<file path="config.mk">
export PLATFORM = sky130hd
export DESIGN_NAME = resource_lease_lock_table
export DESIGN_NICKNAME = d
export VERILOG_FILES = /design/src/rtl/core/rlt_pkg.sv /design/src/rtl/core/resource_lease_lock_table.sv /design/src/rtl/core/rlt_out_slot.sv
export SDC_FILE = /design/constraint.sdc
export NUM_CORES = 2
export LEC_CHECK = 0
export BUFFER_PORTS_ARGS = -buffer_cell sky130_fd_sc_hd__buf_2
export CORE_ASPECT_RATIO = 0.6
export CORE_UTILIZATION = 57
export CTS_CLUSTER_DIAMETER = 120
export DETAILED_ROUTE_END_ITERATION = 16
export MAX_ROUTING_LAYER = met4
export PLACE_DENSITY = 0.73
export SETUP_SLACK_MARGIN = 0.15
export SLEW_MARGIN = 5
export SYNTH_ARGS = -nofsm -noshare
export SYNTH_HDL_FRONTEND = slang
export SYNTH_SLANG_ARGS = --single-unit
</file>
<file path="constraint.sdc">
create_clock -name i_clk -period 30.5 [get_ports i_clk]
set_input_delay 6.1 -clock i_clk [delete_from_list [all_inputs] [get_ports i_clk]]
set_output_delay 6.1 -clock i_clk [all_outputs]
set_load 0.005 [all_outputs]
</file>
<file path="src/rtl/core/rlt_pkg.sv">
// ----------------------------------------------------------------------------
// Lease lock table package
// Sizes, codes and word types shared by the lease table files.
// ----------------------------------------------------------------------------
package rlt_pkg;

    localparam int DEPTH     = 32;
    localparam int ROW_AW    = 5;
    localparam int CNT_W     = 6;
    localparam int MAX_GROUP = 8;
    localparam int STG_AW    = 3;
    localparam int STG_CW    = 4;
    localparam int KEY_W     = 16;
    localparam int OWN_W     = 8;
    localparam int LEASE_W   = 32;

    typedef logic [CNT_W-1:0]   t_cnt;
    typedef logic [STG_CW-1:0]  t_scnt;
    typedef logic [CNT_W:0]     t_sum;
    typedef logic [LEASE_W-1:0] t_lease;

    typedef enum logic [1:0] {
        ACT_CLAIM = 2'd0,
        ACT_LEASE = 2'd1,
        ACT_OWNER = 2'd2,
        ACT_QUERY = 2'd3
    } t_action;

    typedef enum logic [2:0] {
        ST_OK       = 3'd0,
        ST_INVALID  = 3'd1,
        ST_CONFLICT = 3'd2,
        ST_FULL     = 3'd3,
        ST_NOTFOUND = 3'd4
    } t_status;

    localparam logic KIND_STATUS = 1'b0;
    localparam logic KIND_NOTICE = 1'b1;

    typedef struct packed {
        t_action            action;
        logic [KEY_W-1:0]   resource_key;
        logic [OWN_W-1:0]   owner_id;
        logic               mode;
        logic               notify_on_release;
        logic [LEASE_W-1:0] lease_in;
        logic               group_last;
    } t_in;

    typedef struct packed {
        logic               kind;
        t_status            status;
        logic [OWN_W-1:0]   owner_out;
        logic [KEY_W-1:0]   resource_out;
        logic [LEASE_W-1:0] lease_out;
        logic               last_out;
    } t_out;

    typedef struct packed {
        logic [KEY_W-1:0]   resource;
        logic [OWN_W-1:0]   owner;
        logic [LEASE_W-1:0] lease;
        logic               mode;
        logic               primary;
        logic               notify;
    } t_row;

endpackage

</file>
<file path="src/rtl/core/resource_lease_lock_table.sv">
// ----------------------------------------------------------------------------
// Resource lease lock table
// Reader/writer lease table over a row memory with a sequencing engine.
// ----------------------------------------------------------------------------
// The block takes one input word at a time and stalls its input until every
// result word of that item is in the output register. The row memory has a
// single registered read port, so each row visit has a read and an evaluate
// state. A query scans the live rows, a claim checks every staged key against
// every live row, a release by lease moves the last row into each matching
// hole, and a release by owner first lists its distinct leases, then releases
// each. Non-final claim words are staged without a stall. Results leave
// through a one-word output register that holds while stalled.
// ----------------------------------------------------------------------------
module resource_lease_lock_table (
    input  logic         i_clk,
    input  logic         i_rst_n,
    input  logic         i_in_valid,
    output logic         o_in_stall,
    input  rlt_pkg::t_in i_in_data,
    output logic         o_out_valid,
    input  logic         i_out_stall,
    output rlt_pkg::t_out o_out_data
);

    typedef enum logic [21:0] {
        S_IDLE  = 22'h000001,
        S_C_INV = 22'h000002,
        S_C_RD  = 22'h000004,
        S_C_EV  = 22'h000008,
        S_C_FUL = 22'h000010,
        S_C_WR  = 22'h000020,
        S_L_RD  = 22'h000040,
        S_L_EV  = 22'h000080,
        S_L_NOT = 22'h000100,
        S_L_MV  = 22'h000200,
        S_L_WB  = 22'h000400,
        S_L_END = 22'h000800,
        S_O_RD  = 22'h001000,
        S_O_EV  = 22'h002000,
        S_D_RD  = 22'h004000,
        S_D_EV  = 22'h008000,
        S_O_ADD = 22'h010000,
        S_P_RD  = 22'h020000,
        S_P_EV  = 22'h040000,
        S_Q_RD  = 22'h080000,
        S_Q_EV  = 22'h100000,
        S_PUSH  = 22'h200000
    } t_state;

    function automatic rlt_pkg::t_out mk_res(input logic kind, input rlt_pkg::t_status st,
                                             input logic [rlt_pkg::OWN_W-1:0] own,
                                             input logic [rlt_pkg::KEY_W-1:0] res,
                                             input rlt_pkg::t_lease lease, input logic last);
        rlt_pkg::t_out w;
        w.kind         = kind;
        w.status       = st;
        w.owner_out    = own;
        w.resource_out = res;
        w.lease_out    = lease;
        w.last_out     = last;
        return w;
    endfunction

    // state
    t_state                     r_state, n_state;
    rlt_pkg::t_action           r_cmd, n_cmd;
    rlt_pkg::t_cnt              r_i, n_i, r_pos, n_pos, r_cnt, n_cnt;
    rlt_pkg::t_cnt              r_idn, n_idn, r_k, n_k, r_p, n_p;
    rlt_pkg::t_scnt             r_j, n_j, r_scnt, n_scnt;
    rlt_pkg::t_lease            r_nl, n_nl, r_tgt, n_tgt;
    logic [rlt_pkg::KEY_W-1:0]  r_stg [rlt_pkg::MAX_GROUP];
    logic [rlt_pkg::KEY_W-1:0]  n_stg [rlt_pkg::MAX_GROUP];
    logic [rlt_pkg::OWN_W-1:0]  r_hown, n_hown, r_qown, n_qown;
    logic [rlt_pkg::KEY_W-1:0]  r_qkey, n_qkey;
    logic                       r_hmode, n_hmode, r_hnot, n_hnot;
    logic                       r_einv, n_einv, r_eovf, n_eovf;
    logic                       r_found, n_found, r_from_own, n_from_own;
    rlt_pkg::t_row              r_cur, n_cur;
    rlt_pkg::t_out              r_res, n_res;

    // memories
    rlt_pkg::t_row              row_mem [rlt_pkg::DEPTH];
    rlt_pkg::t_lease            ids_mem [rlt_pkg::DEPTH];
    rlt_pkg::t_row              r_rdata, w_wdata;
    rlt_pkg::t_lease            r_idata, w_iwdata;
    logic [rlt_pkg::ROW_AW-1:0] w_raddr, w_waddr, w_iraddr, w_iwaddr;
    logic                       w_we, w_iwe;

    // output
    logic                       w_push, w_can_push;
    rlt_pkg::t_out              w_push_data;

    rlt_pkg::t_cnt              w_pm1, w_cm1;
    logic                       w_acc;

    assign w_acc      = i_in_valid && (r_state == S_IDLE);
    assign o_in_stall = (r_state != S_IDLE);
    assign w_pm1      = r_pos - rlt_pkg::t_cnt'(1);
    assign w_cm1      = r_cnt - rlt_pkg::t_cnt'(1);

    always_comb begin
        unique case (r_state)
            S_L_RD:  w_raddr = w_pm1[rlt_pkg::ROW_AW-1:0];
            S_L_MV:  w_raddr = w_cm1[rlt_pkg::ROW_AW-1:0];
            default: w_raddr = r_i[rlt_pkg::ROW_AW-1:0];
        endcase
    end

    always_comb begin
        logic                       first, einv, eovf;
        rlt_pkg::t_lease            lease_inc;
        rlt_pkg::t_sum              need;
        n_state    = r_state;
        n_cmd      = r_cmd;
        n_i        = r_i;
        n_pos      = r_pos;
        n_cnt      = r_cnt;
        n_idn      = r_idn;
        n_k        = r_k;
        n_p        = r_p;
        n_j        = r_j;
        n_scnt     = r_scnt;
        n_nl       = r_nl;
        n_tgt      = r_tgt;
        n_stg      = r_stg;
        n_hown     = r_hown;
        n_qown     = r_qown;
        n_qkey     = r_qkey;
        n_hmode    = r_hmode;
        n_hnot     = r_hnot;
        n_einv     = r_einv;
        n_eovf     = r_eovf;
        n_found    = r_found;
        n_from_own = r_from_own;
        n_cur      = r_cur;
        n_res      = r_res;
        w_we       = 1'b0;
        w_waddr    = r_cnt[rlt_pkg::ROW_AW-1:0];
        w_wdata    = r_rdata;
        w_iwe      = 1'b0;
        w_iwaddr   = r_idn[rlt_pkg::ROW_AW-1:0];
        w_iwdata   = r_cur.lease;
        w_iraddr   = r_k[rlt_pkg::ROW_AW-1:0];
        w_push     = 1'b0;
        w_push_data = r_res;
        first      = (r_scnt == '0);
        einv       = 1'b0;
        eovf       = 1'b0;
        lease_inc  = r_nl + rlt_pkg::t_lease'(1);
        need       = rlt_pkg::t_sum'(r_cnt) + rlt_pkg::t_sum'(r_scnt);

        unique case (r_state)
            S_IDLE: begin
                if (w_acc) begin
                    n_cmd = i_in_data.action;
                    unique case (i_in_data.action)
                        rlt_pkg::ACT_CLAIM: begin
                            // header comes from the first word of the group
                            if (first) begin
                                n_hown  = i_in_data.owner_id;
                                n_hmode = i_in_data.mode;
                                n_hnot  = i_in_data.notify_on_release;
                                einv    = (i_in_data.owner_id == '0);
                                eovf    = 1'b0;
                            end else begin
                                einv = r_einv;
                                eovf = r_eovf;
                            end
                            if (i_in_data.resource_key == '0) begin
                                einv = 1'b1;
                            end
                            if (r_scnt < rlt_pkg::t_scnt'(rlt_pkg::MAX_GROUP)) begin
                                n_stg[r_scnt[rlt_pkg::STG_AW-1:0]] = i_in_data.resource_key;
                                n_scnt = r_scnt + rlt_pkg::t_scnt'(1);
                            end else begin
                                eovf = 1'b1;
                            end
                            n_einv = einv;
                            n_eovf = eovf;
                            if (i_in_data.group_last) begin
                                n_state = S_C_INV;
                            end
                        end
                        rlt_pkg::ACT_LEASE: begin
                            if (i_in_data.lease_in == '0) begin
                                n_res   = mk_res(rlt_pkg::KIND_STATUS, rlt_pkg::ST_INVALID,
                                                 '0, '0, '0, 1'b1);
                                n_state = S_PUSH;
                            end else begin
                                n_tgt      = i_in_data.lease_in;
                                n_pos      = r_cnt;
                                n_found    = 1'b0;
                                n_from_own = 1'b0;
                                n_state    = S_L_RD;
                            end
                        end
                        rlt_pkg::ACT_OWNER: begin
                            if (i_in_data.owner_id == '0) begin
                                n_res   = mk_res(rlt_pkg::KIND_STATUS, rlt_pkg::ST_INVALID,
                                                 '0, '0, '0, 1'b1);
                                n_state = S_PUSH;
                            end else begin
                                n_qown  = i_in_data.owner_id;
                                n_i     = '0;
                                n_idn   = '0;
                                n_state = S_O_RD;
                            end
                        end
                        rlt_pkg::ACT_QUERY: begin
                            if (i_in_data.resource_key == '0) begin
                                n_res   = mk_res(rlt_pkg::KIND_STATUS, rlt_pkg::ST_INVALID,
                                                 '0, '0, '0, 1'b1);
                                n_state = S_PUSH;
                            end else begin
                                n_qkey  = i_in_data.resource_key;
                                n_i     = '0;
                                n_state = S_Q_RD;
                            end
                        end
                        default: ;
                    endcase
                end
            end
            S_C_INV: begin
                if (r_einv) begin
                    n_res   = mk_res(rlt_pkg::KIND_STATUS, rlt_pkg::ST_INVALID,
                                     '0, '0, '0, 1'b1);
                    n_state = S_PUSH;
                end else begin
                    n_i     = '0;
                    n_j     = '0;
                    n_state = S_C_RD;
                end
            end
            S_C_RD: begin
                if (r_i == r_cnt) begin
                    // all rows checked for this staged key: next key
                    n_i = '0;
                    n_j = r_j + rlt_pkg::t_scnt'(1);
                    if (n_j == r_scnt) begin
                        n_state = S_C_FUL;
                    end
                end else begin
                    n_state = S_C_EV;
                end
            end
            S_C_EV: begin
                if (r_rdata.resource == r_stg[r_j[rlt_pkg::STG_AW-1:0]] &&
                    (!r_hmode || !r_rdata.mode)) begin
                    n_res   = mk_res(rlt_pkg::KIND_STATUS, rlt_pkg::ST_CONFLICT,
                                     '0, '0, '0, 1'b1);
                    n_state = S_PUSH;
                end else begin
                    n_i     = r_i + rlt_pkg::t_cnt'(1);
                    n_state = S_C_RD;
                end
            end
            S_C_FUL: begin
                if (r_eovf || need > rlt_pkg::t_sum'(rlt_pkg::DEPTH)) begin
                    n_res   = mk_res(rlt_pkg::KIND_STATUS, rlt_pkg::ST_FULL,
                                     '0, '0, '0, 1'b1);
                    n_state = S_PUSH;
                end else begin
                    n_tgt   = r_nl;
                    n_nl    = (lease_inc == '0) ? rlt_pkg::t_lease'(1) : lease_inc;
                    n_j     = '0;
                    n_state = S_C_WR;
                end
            end
            S_C_WR: begin
                if (r_j == r_scnt) begin
                    n_res   = mk_res(rlt_pkg::KIND_STATUS, rlt_pkg::ST_OK,
                                     '0, '0, r_tgt, 1'b1);
                    n_state = S_PUSH;
                end else begin
                    w_we             = 1'b1;
                    w_wdata.resource = r_stg[r_j[rlt_pkg::STG_AW-1:0]];
                    w_wdata.owner    = r_hown;
                    w_wdata.lease    = r_tgt;
                    w_wdata.mode     = r_hmode;
                    w_wdata.primary  = (r_j == '0);
                    w_wdata.notify   = (r_j == '0) && r_hnot;
                    n_cnt            = r_cnt + rlt_pkg::t_cnt'(1);
                    n_j              = r_j + rlt_pkg::t_scnt'(1);
                end
            end
            S_L_RD: begin
                n_state = (r_pos == '0) ? S_L_END : S_L_EV;
            end
            S_L_EV: begin
                n_cur = r_rdata;
                if (r_rdata.lease == r_tgt) begin
                    n_found = 1'b1;
                    n_state = (r_rdata.primary && r_rdata.notify) ? S_L_NOT : S_L_MV;
                end else begin
                    n_pos   = w_pm1;
                    n_state = S_L_RD;
                end
            end
            S_L_NOT: begin
                w_push      = 1'b1;
                w_push_data = mk_res(rlt_pkg::KIND_NOTICE, rlt_pkg::ST_OK, r_cur.owner,
                                     r_cur.resource, r_cur.lease, 1'b0);
                if (w_can_push) begin
                    n_state = S_L_MV;
                end
            end
            S_L_MV: begin
                n_state = S_L_WB;
            end
            S_L_WB: begin
                // swap the last row into the hole, then shrink
                w_waddr = w_pm1[rlt_pkg::ROW_AW-1:0];
                w_we    = (w_pm1 != w_cm1);
                n_cnt   = w_cm1;
                n_pos   = w_pm1;
                n_state = S_L_RD;
            end
            S_L_END: begin
                if (r_from_own) begin
                    n_p     = r_p + rlt_pkg::t_cnt'(1);
                    n_state = S_P_RD;
                end else begin
                    n_res   = mk_res(rlt_pkg::KIND_STATUS,
                                     r_found ? rlt_pkg::ST_OK : rlt_pkg::ST_NOTFOUND,
                                     '0, '0, '0, 1'b1);
                    n_state = S_PUSH;
                end
            end
            S_O_RD: begin
                if (r_i == r_cnt) begin
                    n_p     = '0;
                    n_state = S_P_RD;
                end else begin
                    n_state = S_O_EV;
                end
            end
            S_O_EV: begin
                if (r_rdata.owner == r_qown) begin
                    n_cur   = r_rdata;
                    n_k     = '0;
                    n_state = S_D_RD;
                end else begin
                    n_i     = r_i + rlt_pkg::t_cnt'(1);
                    n_state = S_O_RD;
                end
            end
            S_D_RD: begin
                n_state = (r_k == r_idn) ? S_O_ADD : S_D_EV;
            end
            S_D_EV: begin
                if (r_idata == r_cur.lease) begin
                    n_i     = r_i + rlt_pkg::t_cnt'(1);
                    n_state = S_O_RD;
                end else begin
                    n_k     = r_k + rlt_pkg::t_cnt'(1);
                    n_state = S_D_RD;
                end
            end
            S_O_ADD: begin
                w_iwe   = 1'b1;
                n_idn   = r_idn + rlt_pkg::t_cnt'(1);
                n_i     = r_i + rlt_pkg::t_cnt'(1);
                n_state = S_O_RD;
            end
            S_P_RD: begin
                w_iraddr = r_p[rlt_pkg::ROW_AW-1:0];
                if (r_p == r_idn) begin
                    n_res   = mk_res(rlt_pkg::KIND_STATUS, rlt_pkg::ST_OK,
                                     '0, '0, '0, 1'b1);
                    n_state = S_PUSH;
                end else begin
                    n_state = S_P_EV;
                end
            end
            S_P_EV: begin
                n_tgt      = r_idata;
                n_pos      = r_cnt;
                n_from_own = 1'b1;
                n_state    = S_L_RD;
            end
            S_Q_RD: begin
                if (r_i == r_cnt) begin
                    n_res   = mk_res(rlt_pkg::KIND_STATUS, rlt_pkg::ST_NOTFOUND,
                                     '0, '0, '0, 1'b1);
                    n_state = S_PUSH;
                end else begin
                    n_state = S_Q_EV;
                end
            end
            S_Q_EV: begin
                if (r_rdata.resource == r_qkey) begin
                    n_res   = mk_res(rlt_pkg::KIND_STATUS, rlt_pkg::ST_OK,
                                     r_rdata.owner, '0, '0, 1'b1);
                    n_state = S_PUSH;
                end else begin
                    n_i     = r_i + rlt_pkg::t_cnt'(1);
                    n_state = S_Q_RD;
                end
            end
            S_PUSH: begin
                w_push = 1'b1;
                if (w_can_push) begin
                    if (r_cmd == rlt_pkg::ACT_CLAIM) begin
                        // claim finished: drop the staged group
                        n_scnt  = '0;
                        n_hown  = '0;
                        n_hmode = 1'b0;
                        n_hnot  = 1'b0;
                        n_einv  = 1'b0;
                        n_eovf  = 1'b0;
                    end
                    n_state = S_IDLE;
                end
            end
            default: n_state = S_IDLE;
        endcase
    end

    always_ff @(posedge i_clk) begin
        if (!i_rst_n) begin
            r_state <= S_IDLE;
            r_cnt   <= '0;
            r_nl    <= rlt_pkg::t_lease'(1);
            r_scnt  <= '0;
            r_hown  <= '0;
            r_hmode <= 1'b0;
            r_hnot  <= 1'b0;
            r_einv  <= 1'b0;
            r_eovf  <= 1'b0;
        end else begin
            r_state <= n_state;
            r_cnt   <= n_cnt;
            r_nl    <= n_nl;
            r_scnt  <= n_scnt;
            r_hown  <= n_hown;
            r_hmode <= n_hmode;
            r_hnot  <= n_hnot;
            r_einv  <= n_einv;
            r_eovf  <= n_eovf;
        end
    end

    always_ff @(posedge i_clk) begin
        r_cmd      <= n_cmd;
        r_i        <= n_i;
        r_pos      <= n_pos;
        r_idn      <= n_idn;
        r_k        <= n_k;
        r_p        <= n_p;
        r_j        <= n_j;
        r_tgt      <= n_tgt;
        r_stg      <= n_stg;
        r_qown     <= n_qown;
        r_qkey     <= n_qkey;
        r_found    <= n_found;
        r_from_own <= n_from_own;
        r_cur      <= n_cur;
        r_res      <= n_res;
    end

    always_ff @(posedge i_clk) begin
        if (w_we) begin
            row_mem[w_waddr] <= w_wdata;
        end
        r_rdata <= row_mem[w_raddr];
    end

    always_ff @(posedge i_clk) begin
        if (w_iwe) begin
            ids_mem[w_iwaddr] <= w_iwdata;
        end
        r_idata <= ids_mem[w_iraddr];
    end

    rlt_out_slot u_out (
        .i_clk       (i_clk),
        .i_rst_n     (i_rst_n),
        .i_push      (w_push),
        .i_data      (w_push_data),
        .i_out_stall (i_out_stall),
        .o_can_push  (w_can_push),
        .o_out_valid (o_out_valid),
        .o_out_data  (o_out_data)
    );

endmodule

</file>
<file path="src/rtl/core/rlt_out_slot.sv">
// ----------------------------------------------------------------------------
// Lease lock table output slot
// One-word output register that decouples the engine from the result sink.
// ----------------------------------------------------------------------------
module rlt_out_slot (
    input  logic          i_clk,
    input  logic          i_rst_n,
    input  logic          i_push,
    input  rlt_pkg::t_out i_data,
    input  logic          i_out_stall,
    output logic          o_can_push,
    output logic          o_out_valid,
    output rlt_pkg::t_out o_out_data
);

    logic          r_ov;
    rlt_pkg::t_out r_word;

    assign o_can_push  = !r_ov || !i_out_stall;
    assign o_out_valid = r_ov;
    assign o_out_data  = r_word;

    always_ff @(posedge i_clk) begin
        if (!i_rst_n) begin
            r_ov <= 1'b0;
        end else if (i_push && o_can_push) begin
            r_ov <= 1'b1;
        end else if (!i_out_stall) begin
            r_ov <= 1'b0;
        end
    end

    always_ff @(posedge i_clk) begin
        if (i_push && o_can_push) begin
            r_word <= i_data;
        end
    end

endmodule

</file>
==> impl_metrics.sql <==
INSERT INTO impl_metrics (metric_group, metric, value, unit) VALUES
('flow_run', 'cap_violations', '0', ''),
('floorplanning', 'floorplan.rows', '139', ''),
('timing', 'layout_worst_path_cycle_share', '32.21', '%'),
('detailed_routing', 'drcViolationCount', '0', ''),
('critical_path', 'path_max_fanout', '12', ''),
('timing', 'timing.final.ws_setup', '20680', 'ps'),
('outcome', 'run_status', 'complete, no violations', ''),
('detailed_routing', 'detailed_route_wl', '419900', 'um'),
('clock_tree', 'clock_tree.buffer_depth', '4', ''),
('floorplanning', 'die_h', '383.0', 'um'),
('timing', 'final.min_clock_period', '9823', 'ps'),
('global_routing', 'grt_overflow', '0', ''),
('power_and_ir_drop', 'power.switching', '3913', 'uW'),
('worst_hold_path', 'min-delay-start', 'r_rdata[23]', ''),
('logic_synthesis', 'postSynth.topFlopCell', 'edfxtp_1', ''),
('cells_and_area', 'final_cell_mix', '3,294 x edfxtp_1, 1,411 x nand2_1, 654 x a21oi_1', ''),
('timing', 'finalClockSkew', '69.16', 'ps'),
('cells_and_area', 'most_common_cell_after_layout_fill_and_taps_aside', 'edfxtp_1', ''),
('cells_and_area', 'layout-drive-gt1-share', '11.18', '%'),
('worst_hold_path', 'min-delay-path-class', 'flip-flop to flip-flop', ''),
('clock_tree', 'tritoncts.num_buffers', '308', ''),
('floorplanning', 'ios', '128', ''),
('place', 'pre_cts_slack', '20880', 'ps'),
('critical_path', 'worstSetupEndpointType', 'primary output', ''),
('detailed_routing', 'drt_pass1_iterations', '7', ''),
('power_and_ir_drop', 'vdd.ir_drop.worst', '100.6', 'uV'),
('global_routing', 'largest_net_degree_at_the_start_of_global_routing', '148', ''),
('power_and_ir_drop', 'power.share.switching', '31.22', '%'),
('power_and_ir_drop', 'clock_power_share', '31.4', '%'),
('timing', 'rsz0062_at_grt', 'no', ''),
('logic_synthesis', 'yosys_register_bits', '3462', ''),
('timing', 'timing_hold_violations_final', '0', ''),
('critical_path', 'worst_setup_path_start_kind', 'flip-flop', ''),
('detailed_routing', 'drt-vias-per-instance', '6.913', ''),
('floorplanning', 'die_area', '0.2440', 'mm2'),
('power_and_ir_drop', 'comb_power_share', '21.6', '%'),
('timing', 'max_slew_margin', '6.592', '%'),
('global_routing', 'groute.usage.overall', '34.78', '%'),
('floorplanning', 'initial_utilization', '57.51', '%'),
('logic_synthesis', 'sequential_fraction_of_the_synthesis_area', '74.16', '%'),
('place', 'gpl.final_weighted_congestion', '0.9615', ''),
('detailed_routing', 'route.detailed.wl_per_inst', '32.15', 'um'),
('detailed_routing', 'ant_nets', '0', ''),
('cells_and_area', 'num-nets-final', '9716', ''),
('timing', 'fin_worst_hold_slack', '483.4', 'ps'),
('clock_tree', 'cts_post_setup_buffers_inserted', '0', ''),
('timing', 'setup_viol', '0', ''),
('floorplanning', 'core-area', '0.2398', 'mm2'),
('logic_synthesis', 'syn_area', '0.1379', 'mm2'),
('power_and_ir_drop', 'seqPwrFrac', '47.0', '%'),
('timing', 'timing_worst_slew_pin_value', '1398', 'ps'),
('timing', 'setup-tns-final', '0', 'ps'),
('critical_path', 'worst_setup_startpoint', 'r_state[16]', ''),
('clock_tree', 'cts_resized', '0', ''),
('critical_path', 'r2r-start', 'r_state[16]', ''),
('power_and_ir_drop', 'power_leakage', '0.04986', 'uW'),
('logic_synthesis', 'asyncSetResetFlopFracSynth', '0', '%'),
('place', 'dp.final_hpwl', '231000', 'um'),
('logic_synthesis', 'synthesis.nets', '9711', ''),
('clock_tree', 'clk_pin_slew_worst_paths', '70', 'ps'),
('floorplanning', 'die_w', '637.0', 'um'),
('clock_tree', 'clk-insertion-delay-late', '890', 'ps'),
('power_and_ir_drop', 'power_density', '82.15', 'mW/mm2'),
('timing', 'clock.fmax', '101.8', 'MHz'),
('logic_synthesis', 'synth_area_per_cell', '14.33', 'um2'),
('clock_tree', 'cts_num_sinks', '3462', ''),
('global_routing', 'antenna_found_initial', '14', ''),
('power_and_ir_drop', 'power.internal', '8619', 'uW'),
('place', 'placement.io_buffers', '127', ''),
('logic_synthesis', 'synthDistinctLibCells', '81', ''),
('logic_synthesis', 'yosys_warnings', '0', '');
[synthesized netlist by cell type, types with 11 or more instances]
cell / count / share of area [%]
mux2i_1: 338 / 2.5
nand3_1: 588 / 2.1
or3_1: 16 / 0.073
nor2_1: 206 / 0.56
ha_1: 23 / 0.21
nor2b_1: 14 / 0.064
nand3b_1: 11 / 0.060
nand2_1: 1418 / 3.9
a211oi_1: 180 / 0.98
xor2_1: 143 / 0.91
a21oi_2: 20 / 0.13
nor4_1: 86 / 0.39
mux4_2: 34 / 0.56
xnor2_1: 71 / 0.45
edfxtp_1: 3294 / 72
dfxtp_1: 168 / 2.4
nor3b_1: 45 / 0.24
mux2_2: 61 / 0.50
buf_4: 22 / 0.12
a22oi_1: 211 / 1.1
and3_1: 133 / 0.60
nand4_1: 33 / 0.15
inv_1: 25 / 0.068
o22ai_1: 120 / 0.54
a21oi_1: 656 / 2.4
o211ai_1: 59 / 0.32
a21boi_0: 22 / 0.12
o21ai_0: 398 / 1.4
buf_2: 151 / 0.55
buf_1: 49 / 0.13
nor3b_2: 20 / 0.18
clkbuf_1: 452 / 1.2
nor3_1: 42 / 0.15
nand2b_1: 12 / 0.054
and2_1: 80 / 0.36
a32oi_1: 317 / 2.0
[cell families (layout without fill, tap and decap cells)]
group / count (synthesis) / count (layout) / share of synthesized area [%]
AOI/OAI and AO/OA: 2040 / 2040 / 9.430
xor gates and xnor gates: 214 / 214 / 1.359
and+or+nand+nor: 2742 / 2742 / 9.174
buffers and inverters: 707 / 959 / 2.148
adders and majority gates: 24 / 24 / 0.2232
muxes: 433 / 433 / 3.506
DFF: 3462 / 3462 / 74.16
other: 0 / 15 / 0
[final cells by class]
| type | instances | area, um2 |
|---|---|---|
| inverter | 28 | 106.4 |
| multi-input combinational | 5453 | 33560 |
| clock inverter | 130 | 1411 |
| tap | 3172 | 3969 |
| antenna | 15 | 37.54 |
| timing repair buffer | 374 | 2572 |
| sequential | 3462 | 102300 |
| clock buffer | 427 | 8617 |
| fill | 16700 | 87280 |
[per-layer routing]
layer  GRT usage, %  routed length, um  vias to the layer above  part of all wire, %
met5              -                  0                        -                    0
li1               -                  -                    36990                    -
met4          11.17              14430                        0                  3.4
met2          45.76             171600                     7757                   41
met1          50.65             159700                    44570                   38
met3          11.99              74220                      971                   18
[power groups by stage]
stage	clock (uW)	combinational (uW)	sequential [uW]
floorplan	0	1650	5870
global placement	0	2490	5970
detailed placement	0	2570	5970
CTS	3940	2580	5870
global route	4110	2840	5880
finish	3940	2710	5890
[critical path, stage by stage (launching register included)]
cell,delay [ps]
dfxtp_1,360
nor4_2,630
nand3_1,380
nor3_1,460
and2_1,460
clkinv_1,330
buf_2,220
[sequential cells by signal (all words and copies together) (netlist names), 6 cells and up]
register          cells
r_res                43
r_cnt                 6
r_rdata              59
r_qown                8
r_hown                8
w_iwdata             32
r_qkey               16
r_state              22
ids_mem            1024
r_i                   6
r_nl                 32
r_stg               128
r_tgt                32
r_idn                 6
u_out.o_out_data     61
r_p                   6
r_cur                24
r_k                   6
row_mem            1888
r_idata              32
r_pos                 6
[worst paths after layout]
path	endpoint	slack (ps)	cells after the start
max	o_in_stall	20680	6
min	w_iwdata[20]	480	0
max reg2reg	row_mem[27][19]	23860	9
min reg2reg	w_iwdata[20]	480	0
[metrics by stage]
step / cell area, um2 / power (uW) / utilization (%) / cells
after floorplan: 137900 / 7516 / - / 9622
after global placement: 142500 / 8458 / 59.40 / 12490
after detailed placement: 142500 / 8541 / 59.40 / 12490
after CTS: 152500 / 12400 / 63.58 / 13050
after global routing: 152500 / 12830 / 63.60 / 13050
final: 152600 / 12530 / 63.61 / 13060
(Power assumes the default switching activity.)
